===== src/sv/wspid_pkg.sv =====
package wspid_pkg;

  localparam int AW    = 56;
  localparam int BW    = 17;
  localparam int CNT_W = 5;

  typedef logic signed [AW-1:0] acc_t;
  typedef logic signed [BW-1:0] mulb_t;

  typedef struct packed {
    logic  start;
    acc_t  a;
    mulb_t b;
    acc_t  init;
  } mul_req_t;

  typedef struct packed {
    logic        [14:0] base_speed;
    logic        [15:0] curve_gain;
    logic        [14:0] min_speed;
    logic signed [15:0] diff_coef;
    logic        [15:0] kp;
    logic        [15:0] ki;
    logic        [15:0] kd;
    logic               wheel_side;
  } cfg_t;

  typedef enum logic [2:0] {
    REG_BASE_SPEED = 3'd0,
    REG_CURVE_GAIN = 3'd1,
    REG_MIN_SPEED  = 3'd2,
    REG_DIFF_COEF  = 3'd3,
    REG_KP         = 3'd4,
    REG_KI         = 3'd5,
    REG_KD         = 3'd6,
    REG_WHEEL_SIDE = 3'd7
  } reg_idx_t;

  typedef enum logic [3:0] {
    ST_IDLE, ST_CURVE, ST_DIFF, ST_TARGET, ST_STEER, ST_SLOPE0, ST_SLOPE1,
    ST_DERIV, ST_KP, ST_KI, ST_SCALE, ST_FNEW, ST_FOLD, ST_EMIT
  } seq_state_t;

  localparam mulb_t STEER_COEF = 17'sd918;
  localparam mulb_t W_SLOPE0   = 17'sd39322;
  localparam mulb_t W_SLOPE1   = 17'sd26214;
  localparam mulb_t OUT_SCALE  = 17'sd5000;
  localparam mulb_t W_NEW      = 17'sd13107;
  localparam mulb_t W_OLD      = 17'sd52429;
  localparam logic [16:0] STRAIGHT_BAND = 17'd1280;
  localparam acc_t  FACTOR_ONE = acc_t'(2**24);

endpackage


===== src/sv/wspid_mul.sv =====
module wspid_mul
  import wspid_pkg::*;
(
  input  logic     clk,
  input  logic     rst,
  input  mul_req_t req,
  output logic     done,
  output acc_t     acc
);

  localparam logic [CNT_W-1:0] LAST = CNT_W'(BW - 1);

  acc_t             a_sh;
  mulb_t            b_sh;
  logic [CNT_W-1:0] cnt;
  logic             busy;

  // Multiplier bits are taken one per cycle; the top bit carries negative weight.
  always_ff @(posedge clk) begin
    if (rst) begin
      busy <= 1'b0;
      done <= 1'b0;
    end else begin
      done <= 1'b0;
      if (req.start) begin
        a_sh <= req.a;
        b_sh <= req.b;
        acc  <= req.init;
        cnt  <= '0;
        busy <= 1'b1;
      end else if (busy) begin
        if (b_sh[0]) begin
          acc <= (cnt == LAST) ? acc - a_sh : acc + a_sh;
        end
        a_sh <= a_sh <<< 1;
        b_sh <= b_sh >>> 1;
        cnt  <= cnt + 1'b1;
        if (cnt == LAST) begin
          busy <= 1'b0;
          done <= 1'b1;
        end
      end
    end
  end

endmodule


===== src/sv/wspid_core.sv =====
module wspid_core
  import wspid_pkg::*;
#(
  parameter int ERROR_LIMIT = 1280,
  parameter int INTEG_LIMIT = 25600,
  parameter int OUT_LIMIT   = 10000
) (
  input  logic               clk,
  input  logic               rst,
  input  cfg_t               cfg,
  input  logic               in_valid,
  output logic               in_ready,
  input  logic signed [15:0] line_error,
  input  logic signed [15:0] wheel_speed,
  input  logic signed [9:0]  steer_offset,
  input  logic               straight_flag,
  input  logic               out_free,
  output logic               res_valid,
  output logic signed [15:0] drive_command,
  output logic signed [15:0] target_speed
);

  localparam logic signed [18:0] ERR_LIM = 19'(ERROR_LIMIT);
  localparam logic signed [24:0] INT_LIM = 25'(INTEG_LIMIT);
  localparam acc_t               OUT_LIM = acc_t'(OUT_LIMIT);

  seq_state_t state, state_next;
  logic       launched, launched_next;
  logic       mul_start;
  mul_req_t   req;
  logic       done;
  acc_t       acc;

  logic signed [15:0] e, ws;
  logic signed [9:0]  steer;
  logic               straight;
  logic        [14:0] slowed;
  logic signed [33:0] factor;
  logic signed [15:0] target;
  logic signed [15:0] last_error;
  logic signed [15:0] eh0, eh1;
  logic signed [16:0] s0, s1;
  logic signed [23:0] integ;
  logic signed [34:0] mix;
  logic signed [40:0] pid;
  logic signed [15:0] drive;
  logic signed [15:0] filt;

  logic signed [16:0] e17;
  logic        [16:0] abs_e;
  logic signed [16:0] slow_raw;
  acc_t               sh8, sh16, sh20, sh24;
  logic signed [18:0] err_raw, err_c;
  logic signed [24:0] integ_sum;

  wspid_mul u_mul (
    .clk  (clk),
    .rst  (rst),
    .req  (req),
    .done (done),
    .acc  (acc)
  );

  assign e17      = 17'(e);
  assign abs_e    = e[15] ? -e17 : e17;
  assign slow_raw = $signed({2'b00, cfg.base_speed}) - $signed({1'b0, acc[31:16]});
  assign sh8      = acc >>> 8;
  assign sh16     = acc >>> 16;
  assign sh20     = acc >>> 20;
  assign sh24     = acc >>> 24;
  assign err_raw  = 19'(target) - 19'(ws) + $signed(sh8[18:0]);
  assign err_c    = (err_raw > ERR_LIM) ? ERR_LIM : ((err_raw < -ERR_LIM) ? -ERR_LIM : err_raw);
  assign integ_sum = 25'(integ) + 25'(err_c);

  assign drive_command = filt;
  assign target_speed  = target;

  function automatic seq_state_t succ(input seq_state_t s);
    seq_state_t r;
    unique case (s)
      ST_CURVE:  r = ST_DIFF;
      ST_DIFF:   r = ST_TARGET;
      ST_TARGET: r = ST_STEER;
      ST_STEER:  r = ST_SLOPE0;
      ST_SLOPE0: r = ST_SLOPE1;
      ST_SLOPE1: r = ST_DERIV;
      ST_DERIV:  r = ST_KP;
      ST_KP:     r = ST_KI;
      ST_KI:     r = ST_SCALE;
      ST_SCALE:  r = ST_FNEW;
      ST_FNEW:   r = ST_FOLD;
      ST_FOLD:   r = ST_EMIT;
      default:   r = ST_IDLE;
    endcase
    return r;
  endfunction

  always_ff @(posedge clk) begin
    if (rst) begin
      state    <= ST_IDLE;
      launched <= 1'b0;
    end else begin
      state    <= state_next;
      launched <= launched_next;
    end
  end

  always_comb begin
    state_next    = state;
    launched_next = launched;
    in_ready      = 1'b0;
    res_valid     = 1'b0;
    mul_start     = 1'b0;
    unique case (state)
      ST_IDLE: begin
        in_ready = 1'b1;
        if (in_valid) begin
          state_next    = ST_CURVE;
          launched_next = 1'b0;
        end
      end
      ST_EMIT: begin
        if (out_free) begin
          res_valid  = 1'b1;
          state_next = ST_IDLE;
        end
      end
      default: begin
        if (!launched) begin
          mul_start     = 1'b1;
          launched_next = 1'b1;
        end else if (done) begin
          launched_next = 1'b0;
          state_next    = succ(state);
        end
      end
    endcase
  end

  always_comb begin
    req.start = mul_start;
    req.a     = '0;
    req.b     = '0;
    req.init  = '0;
    unique case (state)
      ST_CURVE: begin
        req.a = {{(AW-17){1'b0}}, abs_e};
        req.b = {1'b0, cfg.curve_gain};
      end
      ST_DIFF: begin
        req.a    = cfg.wheel_side ? acc_t'(e) : -acc_t'(e);
        req.b    = BW'(cfg.diff_coef);
        req.init = FACTOR_ONE;
      end
      ST_TARGET: begin
        req.a = acc_t'(factor);
        req.b = {2'b00, slowed};
      end
      ST_STEER: begin
        req.a = acc_t'(steer);
        req.b = STEER_COEF;
      end
      ST_SLOPE0: begin
        req.a = acc_t'(s0);
        req.b = W_SLOPE0;
      end
      ST_SLOPE1: begin
        req.a    = acc_t'(s1);
        req.b    = W_SLOPE1;
        req.init = acc;
      end
      ST_DERIV: begin
        req.a = acc_t'(mix);
        req.b = {1'b0, cfg.kd};
      end
      ST_KP: begin
        req.a    = acc_t'(last_error);
        req.b    = {1'b0, cfg.kp};
        req.init = acc_t'(pid);
      end
      ST_KI: begin
        req.a    = acc_t'(integ);
        req.b    = {1'b0, cfg.ki};
        req.init = acc;
      end
      ST_SCALE: begin
        req.a = acc_t'(pid);
        req.b = OUT_SCALE;
      end
      ST_FNEW: begin
        req.a = acc_t'(drive);
        req.b = W_NEW;
      end
      ST_FOLD: begin
        req.a    = acc_t'(filt);
        req.b    = W_OLD;
        req.init = acc;
      end
      default: begin
        req.a = '0;
      end
    endcase
  end

  always_ff @(posedge clk) begin
    if (rst) begin
      last_error <= '0;
      eh0        <= '0;
      eh1        <= '0;
      s0         <= '0;
      s1         <= '0;
      integ      <= '0;
      filt       <= '0;
    end else begin
      if (state == ST_IDLE && in_valid) begin
        e        <= line_error;
        ws       <= wheel_speed;
        steer    <= steer_offset;
        straight <= straight_flag;
      end
      if (launched && done) begin
        unique case (state)
          ST_CURVE: begin
            slowed <= (slow_raw < $signed({2'b00, cfg.min_speed})) ? cfg.min_speed
                                                                   : slow_raw[14:0];
          end
          ST_DIFF: factor <= acc[33:0];
          ST_TARGET: begin
            if (straight && abs_e <= STRAIGHT_BAND) begin
              target <= {1'b0, slowed};
            end else if (sh24 > acc_t'(32767)) begin
              target <= 16'sh7fff;
            end else if (sh24 < acc_t'(-32768)) begin
              target <= 16'sh8000;
            end else begin
              target <= sh24[15:0];
            end
          end
          ST_STEER: begin
            eh1        <= eh0;
            eh0        <= last_error;
            s1         <= s0;
            s0         <= 17'(last_error) - 17'(eh1);
            last_error <= err_c[15:0];
            if (err_c > -19'sd256 && err_c < 19'sd256) begin
              if (integ_sum > INT_LIM) begin
                integ <= INT_LIM[23:0];
              end else if (integ_sum < -INT_LIM) begin
                integ <= 24'(-INT_LIM);
              end else begin
                integ <= integ_sum[23:0];
              end
            end
          end
          ST_SLOPE1: mix <= acc[34:0];
          ST_DERIV:  pid <= sh16[40:0];
          ST_KI:     pid <= acc[40:0];
          ST_SCALE: begin
            if (sh20 > OUT_LIM) begin
              drive <= OUT_LIM[15:0];
            end else if (sh20 < -OUT_LIM) begin
              drive <= 16'(-OUT_LIM);
            end else begin
              drive <= sh20[15:0];
            end
          end
          ST_FOLD: filt <= sh16[15:0];
          default: begin
            filt <= filt;
          end
        endcase
      end
    end
  end

endmodule


===== src/sv/wheel_speed_pid_with_curve_slowdown_top.sv =====
// Channel  Direction  Word
// s_axis   in         tdata: line_error, wheel_speed, steer_offset; tuser: straight_flag
// m_axis   out        tdata: drive_command, target_speed
// cfg      in         cfg_index selects the register, cfg_data carries its value
// Each word is computed as twelve products in turn on one bit-serial multiplier.
// Synchronous reset clears the controller state and loads the register defaults.
// A finished word waits in the output register; the next input word is taken
// meanwhile and stalls only if its own result is ready before the last is taken.
module wheel_speed_pid_with_curve_slowdown_top
  import wspid_pkg::*;
#(
  parameter int ERROR_LIMIT = 1280,
  parameter int INTEG_LIMIT = 25600,
  parameter int OUT_LIMIT   = 10000
) (
  input  logic        clk,
  input  logic        rst,
  input  logic        s_axis_tvalid,
  output logic        s_axis_tready,
  input  logic [47:0] s_axis_tdata,  // line_error, wheel_speed, steer_offset, zero fill
  input  logic        s_axis_tuser,  // straight_flag
  output logic        m_axis_tvalid,
  input  logic        m_axis_tready,
  output logic [31:0] m_axis_tdata,  // drive_command, target_speed
  input  logic        cfg_valid,
  output logic        cfg_ready,
  input  logic [2:0]  cfg_index,
  input  logic [15:0] cfg_data
);

  cfg_t               cfg;
  logic               res_valid;
  logic               out_free;
  logic signed [15:0] drive_command;
  logic signed [15:0] target_speed;

  assign cfg_ready = 1'b1;
  assign out_free  = !m_axis_tvalid || m_axis_tready;

  always_ff @(posedge clk) begin
    if (rst) begin
      cfg.base_speed <= 15'd0;
      cfg.curve_gain <= 16'd3277;
      cfg.min_speed  <= 15'd26;
      cfg.diff_coef  <= -16'sd98;
      cfg.kp         <= 16'd4096;
      cfg.ki         <= 16'd41;
      cfg.kd         <= 16'd0;
      cfg.wheel_side <= 1'b0;
    end else if (cfg_valid) begin
      unique case (reg_idx_t'(cfg_index))
        REG_BASE_SPEED: cfg.base_speed <= cfg_data[14:0];
        REG_CURVE_GAIN: cfg.curve_gain <= cfg_data;
        REG_MIN_SPEED:  cfg.min_speed  <= cfg_data[14:0];
        REG_DIFF_COEF:  cfg.diff_coef  <= cfg_data;
        REG_KP:         cfg.kp         <= cfg_data;
        REG_KI:         cfg.ki         <= cfg_data;
        REG_KD:         cfg.kd         <= cfg_data;
        REG_WHEEL_SIDE: cfg.wheel_side <= cfg_data[0];
      endcase
    end
  end

  wspid_core #(
    .ERROR_LIMIT (ERROR_LIMIT),
    .INTEG_LIMIT (INTEG_LIMIT),
    .OUT_LIMIT   (OUT_LIMIT)
  ) u_core (
    .clk           (clk),
    .rst           (rst),
    .cfg           (cfg),
    .in_valid      (s_axis_tvalid),
    .in_ready      (s_axis_tready),
    .line_error    (s_axis_tdata[15:0]),
    .wheel_speed   (s_axis_tdata[31:16]),
    .steer_offset  (s_axis_tdata[41:32]),
    .straight_flag (s_axis_tuser),
    .out_free      (out_free),
    .res_valid     (res_valid),
    .drive_command (drive_command),
    .target_speed  (target_speed)
  );

  always_ff @(posedge clk) begin
    if (rst) begin
      m_axis_tvalid <= 1'b0;
    end else if (res_valid) begin
      m_axis_tvalid <= 1'b1;
      m_axis_tdata  <= {target_speed, drive_command};
    end else if (m_axis_tready) begin
      m_axis_tvalid <= 1'b0;
    end
  end

endmodule


===== config.mk =====
export PLATFORM = sky130hd
export DESIGN_NAME = wheel_speed_pid_with_curve_slowdown_top
export DESIGN_NICKNAME = d
export VERILOG_FILES = /design/src/sv/wspid_pkg.sv /design/src/sv/wspid_mul.sv /design/src/sv/wspid_core.sv /design/src/sv/wheel_speed_pid_with_curve_slowdown_top.sv
export SDC_FILE = /design/constraint.sdc
export NUM_CORES = 2
export LEC_CHECK = 0
export BUFFER_PORTS_ARGS = -buffer_cell sky130_fd_sc_hd__buf_2
export CORE_ASPECT_RATIO = 1.2
export CORE_MARGIN = 2
export CORE_UTILIZATION = 55
export DETAILED_ROUTE_END_ITERATION = 6
export PLACE_DENSITY = 0.71
export SETUP_SLACK_MARGIN = 0.3
export SLEW_MARGIN = 20
export SYNTH_ARGS = -nofsm -noshare
export SYNTH_HDL_FRONTEND = slang
export SYNTH_SLANG_ARGS = --single-unit

===== constraint.sdc =====
create_clock -name clk -period 17.6 [get_ports clk]
set_input_delay 3.52 -clock clk [delete_from_list [all_inputs] [get_ports clk]]
set_output_delay 3.52 -clock clk [all_outputs]
set_load 0.05 [all_outputs]

* Word level (Yosys, flattened, before mapping)
Memories as Yosys holds them, arrays and structs flattened. A register that Yosys moved wholly into a read port is not among the register bits.
Index checks and enable logic that the tools add are counted.
** Word-level totals
- Memories :: 1
- Register bits :: 607
- Bits in read-only memories :: 64
** Memory list
- (no name shown) :: depth 16, width 4, rd ports 1, clocked after memory_dff 1, write ports 0, RTL line wspid_core.sv:80 : unique case (s)
** Operators by class
- Equality and inequality tests :: 24
- Multiplexer cells :: 46
- Order comparisons :: 12
- Bitwise operators :: 3
- Reduce and logical (&&, ||, !) cells :: 43
- Add/subtract/negate cells :: 10
** Operators by type and width (count)
- 56-bit case mux with 12 select lines :: 1
- 56-bit two-way mux :: 7
- 17-bit case mux with 12 select lines :: 1
- 56-bit case mux with 3 select lines :: 1
- 41-bit case mux with 2 select lines :: 1
- 56-bit adder :: 1
- 16-bit negator with 56-bit output :: 1
- 56-bit subtractor :: 1
- 16-bit two-way mux :: 3
- 24-bit two-way mux :: 2
- 15-bit two-way mux :: 3
- 19-bit two-way mux :: 2
- 36-bit by 15-bit greater-than comparator with 1-bit output (second input constant) :: 1
- 36-bit by 15-bit less-than comparator with 1-bit output (second input constant) :: 1
- 17-bit two-way mux :: 2
- 16-bit by 16-bit subtractor with 17-bit output :: 2
- 32-bit by 16-bit greater-than comparator with 1-bit output (second input constant) :: 1
- 32-bit by 16-bit less-than comparator with 1-bit output (second input constant) :: 1
- 2-bit AND reduction :: 15
- 24-bit by 19-bit adder with 25-bit output :: 1
- 25-bit by 16-bit greater-than comparator with 1-bit output (second input constant) :: 1
- 25-bit by 16-bit less-than comparator with 1-bit output (second input constant) :: 1
- 4-bit == test (second input constant) :: 6
- 4-bit two-way mux :: 6
- 34 further kinds :: 76

* Depth between registers and ports, before layout
- Depth in word-level cells :: 9
- Gate-level depth with buffers :: 38
- Mapped depth without buffers :: 37

* Cells and area by module
From an unflattened synthesis, not the netlist that was laid out.
** Second synthesis, totals
- Cell total of the unflattened synthesis :: 3948
- Area total of the unflattened synthesis :: 36959.2 um^2
** By module, submodules not included
- wspid_core :: area each 21237.9 um^2, times used 1, cells each 2437
- wspid_mul :: area each 10271.1 um^2, times used 1, cells each 1062
- wheel_speed_pid_with_curve_slowdown_top :: area each 5450.2 um^2, times used 1, cells each 449

* Least setup slack after synthesis
No wires, ideal clock.
- Path type :: register to register
- Start :: reg u_core.target[0], in the netlist u_core.target_speed[0]
- End :: reg u_core.integ[4]
- Path slack :: 9431 ps
- Path buffers :: 1
- Arrival :: 8109 ps
- Stages on the path, launching flop included :: 36
- Cell sequence :: edfxtp_1 -> inv_1 -> ha_1 -> fa_1 -> nor2b_1 -> o21ai_0 -> a21oi_1 -> o41a_1 -> a211o_1 -> a21oi_1 -> xnor2_1 -> ha_1 -> a21oi_1 -> o21ai_1 -> o31a_1 -> a311o_1 -> o31a_1 -> xnor2_4 -> xor2_4 -> mux2_4 -> buf_2 -> and2_1 -> ha_1 -> inv_1 -> fa_1 -> nor2b_4 -> o21ai_1 -> or3b_1 -> a2111oi_0 -> nand2_1 -> o41ai_1 -> a211oi_1 -> or3_1 -> or4_4 -> a211oi_4 -> a31o_1
** On the way
- Longest elaborated chain between the ends :: 9
- Elaborated cells between the ends (all ways) :: 15
** RTL lines
- start, declared :: RTL line wspid_core.sv:39 : logic signed [15:0] target;
- start signal, assigned :: RTL line wspid_core.sv:230 : target <= {1'b0, slowed};
- start signal, assigned :: RTL line wspid_core.sv:236 : target <= sh24[15:0];
- 16-bit by 16-bit subtractor with 17-bit output (*) :: RTL line wspid_core.sv:71 : assign err_raw = 19'(target) - 19'(ws) + $signed(sh8[18:0]);
- 19-bit adder (*) :: RTL line wspid_core.sv:71
- 19-bit by 12-bit less-than comparator with 1-bit output :: RTL line wspid_core.sv:72 : assign err_c = (err_raw > ERR_LIM) ? ERR_LIM : ((err_raw < -ERR_LIM) ? -ERR_LIM : err_raw);
- 19-bit two-way mux :: RTL line wspid_core.sv:72
- 19-bit two-way mux (*) :: RTL line wspid_core.sv:72
- via u_core.err_c[15] :: RTL line wspid_core.sv:53 : logic signed [18:0] err_raw, err_c;
- 24-bit by 19-bit adder with 25-bit output :: RTL line wspid_core.sv:73 : assign integ_sum = 25'(integ) + 25'(err_c);
- 25-bit by 16-bit less-than comparator with 1-bit output :: RTL line wspid_core.sv:248 : end else if (integ_sum < -INT_LIM) begin
- 24-bit two-way mux :: RTL line wspid_core.sv:248
- 24-bit two-way mux :: RTL line wspid_core.sv:246 : if (integ_sum > INT_LIM) begin
- end signal, assigned :: RTL line wspid_core.sv:247 : integ <= INT_LIM[23:0];
- end signal, assigned :: RTL line wspid_core.sv:249 : integ <= 24'(-INT_LIM);
- end signal, assigned :: RTL line wspid_core.sv:251 : integ <= integ_sum[23:0];
- end, declared :: RTL line wspid_core.sv:43 : logic signed [23:0] integ;
The timed path passes the listed nets; every way through them passes the cells marked *.
A chain may end at the register's enable or synchronous reset.

* Worst setup path in the final report
- Start :: reg u_core.target[1], in the netlist u_core.target_speed[1]
- End :: reg u_core.integ[0]
The elaborated chain is that of the path after synthesis.

==> flow_summary.json <==
{
  "status": "finished clean",
  "hp-class": "flip-flop to flip-flop",
  "swShare_pct": 37.88,
  "worst_skew_pair.late_latency_ps": 630,
  "initial_core_util_pct": 55.32,
  "grt_max_degree": 114,
  "track_usage_pct": 34.65,
  "synthFlopType": "edfxtp_1",
  "cts_resized": 0,
  "syn-cell-area_um2": 34880,
  "hold_viol": 0,
  "drive_gt1_share_pct": 9.432,
  "grt_pass1_vias": 28640,
  "whs_ps": 451.0,
  "dpl.hpwl_um": 80130,
  "syn2layout_area_growth_pct": 10.81,
  "worstMarginPinSlew_ps": 1048,
  "p_clk_share_pct": 27.0,
  "std_cell_rows": 101,
  "p_total_w": 0.005527,
  "antenna_found_initial": 3,
  "slew_headroom_pct": 30.16,
  "drt_pass1_iterations": 6,
  "cp-start-kind": "flip-flop",
  "synth_edf_count": 366,
  "maxCapViolations": 0,
  "grt_setup_unrepaired": "no",
  "numCtsBuffers": 66,
  "cts_root_buffer": "clkbuf_16",
  "setup_tns_ps": 0,
  "powerDensity_nw_per_um2": 143.0,
  "fin_skew_ps": 33.23,
  "fmax_ghz": 0.1066,
  "core-area_um2": 63060,
  "cell_internal_pwr_w": 0.003434,
  "io_pins": 108,
  "ctsHoldBuffers": 0,
  "setup_violations": 0,
  "fillerInstances": 5407,
  "vias": 30330,
  "die_width_um": 233.9,
  "power_frac_seq_pct": 34.8,
  "post-cts-setup-buffers": 0,
  "wirelength_um": 114400,
  "criticalPathCategory": "flip-flop to flip-flop",
  "first_iter_violations": 3689,
  "p_sw_w": 0.002094,
  "syn_nets": 4039,
  "finalCritPeriodShare_pct": 53.30,
  "cp.buffers_inverters": 1,
  "syn_area_per_cell_um2": 9.221,
  "ys_warn_count": 0,
  "p_leak_nw": 14.60,
  "slew_violations": 0,
  "syn-instance-count": 3783,
  "die_h_um": 279.9,
  "critPathMaxFanout": 16,
  "max_stage_delay_ps": 530,
  "port_buffers": 100,
  "cts_tree": "done",
  "wl_per_cell_um": 24.37,
  "grt_pass1_wl_um": 171700,
  "cpLargestDelayFamily": "compound AO/OA/AOI/OAI gates",
  "endpoint_kind": "flip-flop",
  "ys_seq_area_share_pct": 45.57,
  "cts_buffer_depth": 3,
  "vias_per_cell": 6.460,
  "cts.clk_slew.worst_paths_ps": 60,
  "drc_errors": 0,
  "cpMaxStageDelayCell": "or4_4",
  "cp.required_ps": 18150,
  "die_area_um2": 65460,
  "final_antenna_net_count": 0,
  "period_needed_ps": 9381,
  "ys_async_sr_fraction_pct": 0,
  "gp_congestion": 0.9509,
  "ys_ff_latch": 611,
  "grt_overflow": 0,
  "yosysUniqueCellTypes": 92,
  "peakVddDrop_mv": 0.09309,
  "arrival_ps": 9930,
  "clock-sinks": 611,
  "nets": 4073,
  "h-tree-depth": 3,
  "p_comb_share_pct": 38.2
}
==> per-layer routing <==
metal  GRT usage, %  vias to the layer above  routed length, µm
met2          56.14                     1563              52910
met5              0                        -                 42
met1          43.75                    14530              44100
met4          19.59                        6               7166
li1               -                    13890                  -
met3          5.873                      338              10210
==> placed cells by master (no fill, tap or decap), types with 41 or more instances in the layout <==
master / count
a21o_1: 84
a21oi_1: 351
a22o_1: 50
a22oi_1: 83
buf_2: 99
buf_4: 66
clkbuf_16: 73
dfxtp_1: 245
edfxtp_1: 366
ha_1: 177
inv_1: 144
nand2_1: 628
nand3_1: 123
nor2_1: 190
nor3_1: 53
o21a_1: 41
o21ai_0: 202
xnor2_1: 106
xor2_1: 75
==> through the flow <==
step | instance area, µm² | instances | setup WS [ps] | utilization (%)
floorplan | 34880 | 3783 | 9431 | -
global placement | 36300 | 4572 | 8388 | 57.57
detailed placement | 36310 | 4572 | 8329 | 57.58
CTS | 38620 | 4693 | 8259 | 61.25
global route | 38650 | 4694 | 7488 | 61.30
finish | 38660 | 4695 | 8219 | 61.30
==> tightest hold or removal path, cell delays in order, from the launching register on <==
cell     delay, ps
dfxtp_1        310
nand2_1         50
a21oi_1         50
==> power groups by stage <==
stage,combinational (W),clock [W],sequential [W]
floorplan,0.00152,0,0.00188
global placement,0.00202,0,0.00194
detailed placement,0.00205,0,0.00194
CTS,0.00207,0.00150,0.00191
global route,0.00231,0.00155,0.00193
finish,0.00211,0.00149,0.00192
==> path summary, 6_finish.rpt <==
check / start / end / slack, ps / cells past startpoint
max: u_core.target_speed[1] / u_core.integ[0] / 8220 / 34
min: u_core.eh0[5] / u_core.eh1[5] / 450 / 2
max reg2reg: u_core.target_speed[1] / u_core.integ[0] / 8220 / 34
min reg2reg: u_core.eh0[5] / u_core.eh1[5] / 450 / 2
==> state kept, by name, summed over array words and instances, names as in the netlist, 17 cells and up, named ones only <==
| signal | flops |
|---|---|
| m_axis_tdata | 32 |
| u_core.s0 | 17 |
| u_core.u_mul.acc | 56 |
| cfg | 111 |
| u_core.factor | 34 |
| u_core.pid | 41 |
| u_core.u_mul.a_sh | 56 |
| u_core.u_mul.b_sh | 17 |
| u_core.s1 | 17 |
| u_core.integ | 24 |
| u_core.mix | 35 |
==> Yosys cell counts, types with 34 or more instances <==
library cell / number / area share (%)
nand2_1: 628 / 6.8
edfxtp_1: 366 / 32
a21oi_1: 351 / 5.0
dfxtp_1: 245 / 14
o21ai_0: 202 / 2.9
nor2_1: 198 / 2.1
ha_1: 177 / 6.3
clkbuf_1: 173 / 1.9
inv_1: 144 / 1.5
nand3_1: 124 / 1.8
xnor2_1: 106 / 2.7
a21o_1: 84 / 1.8
a22oi_1: 83 / 1.8
xor2_1: 75 / 1.9
nor3_1: 65 / 0.93
a22o_1: 50 / 1.3
o21a_1: 41 / 0.88
nand4_1: 39 / 0.70
nor2b_1: 39 / 0.70
a221oi_1: 34 / 0.85
==> area by class of cell <==
type	instances	area [µm²]	share of cell area, %
clock inverters	27	317.8	0.8221
clock buffers	94	1996	5.163
inverters	145	544.3	1.408
well taps	824	1031	2.667
repair buffers	168	1036	2.680
multi-input cells	2825	17830	46.13
diodes	1	2.502	0.006474
flip-flops and latches	611	15900	41.12
==> logic make-up (layout without fill, tap and decap cells) <==
logic type | count (synthesis) | count (layout) | synth area share, %
xor+xnor | 183 | 183 | 4.702
buf+inv | 347 | 434 | 3.806
other cells | 1 | 2 | 0.01075
compound gates | 1107 | 1107 | 20.60
mux | 45 | 45 | 1.438
fa+ha+maj | 183 | 183 | 6.693
simple gates | 1306 | 1306 | 17.18
flops | 611 | 611 | 45.57
Power figures use the tool's default switching activity.
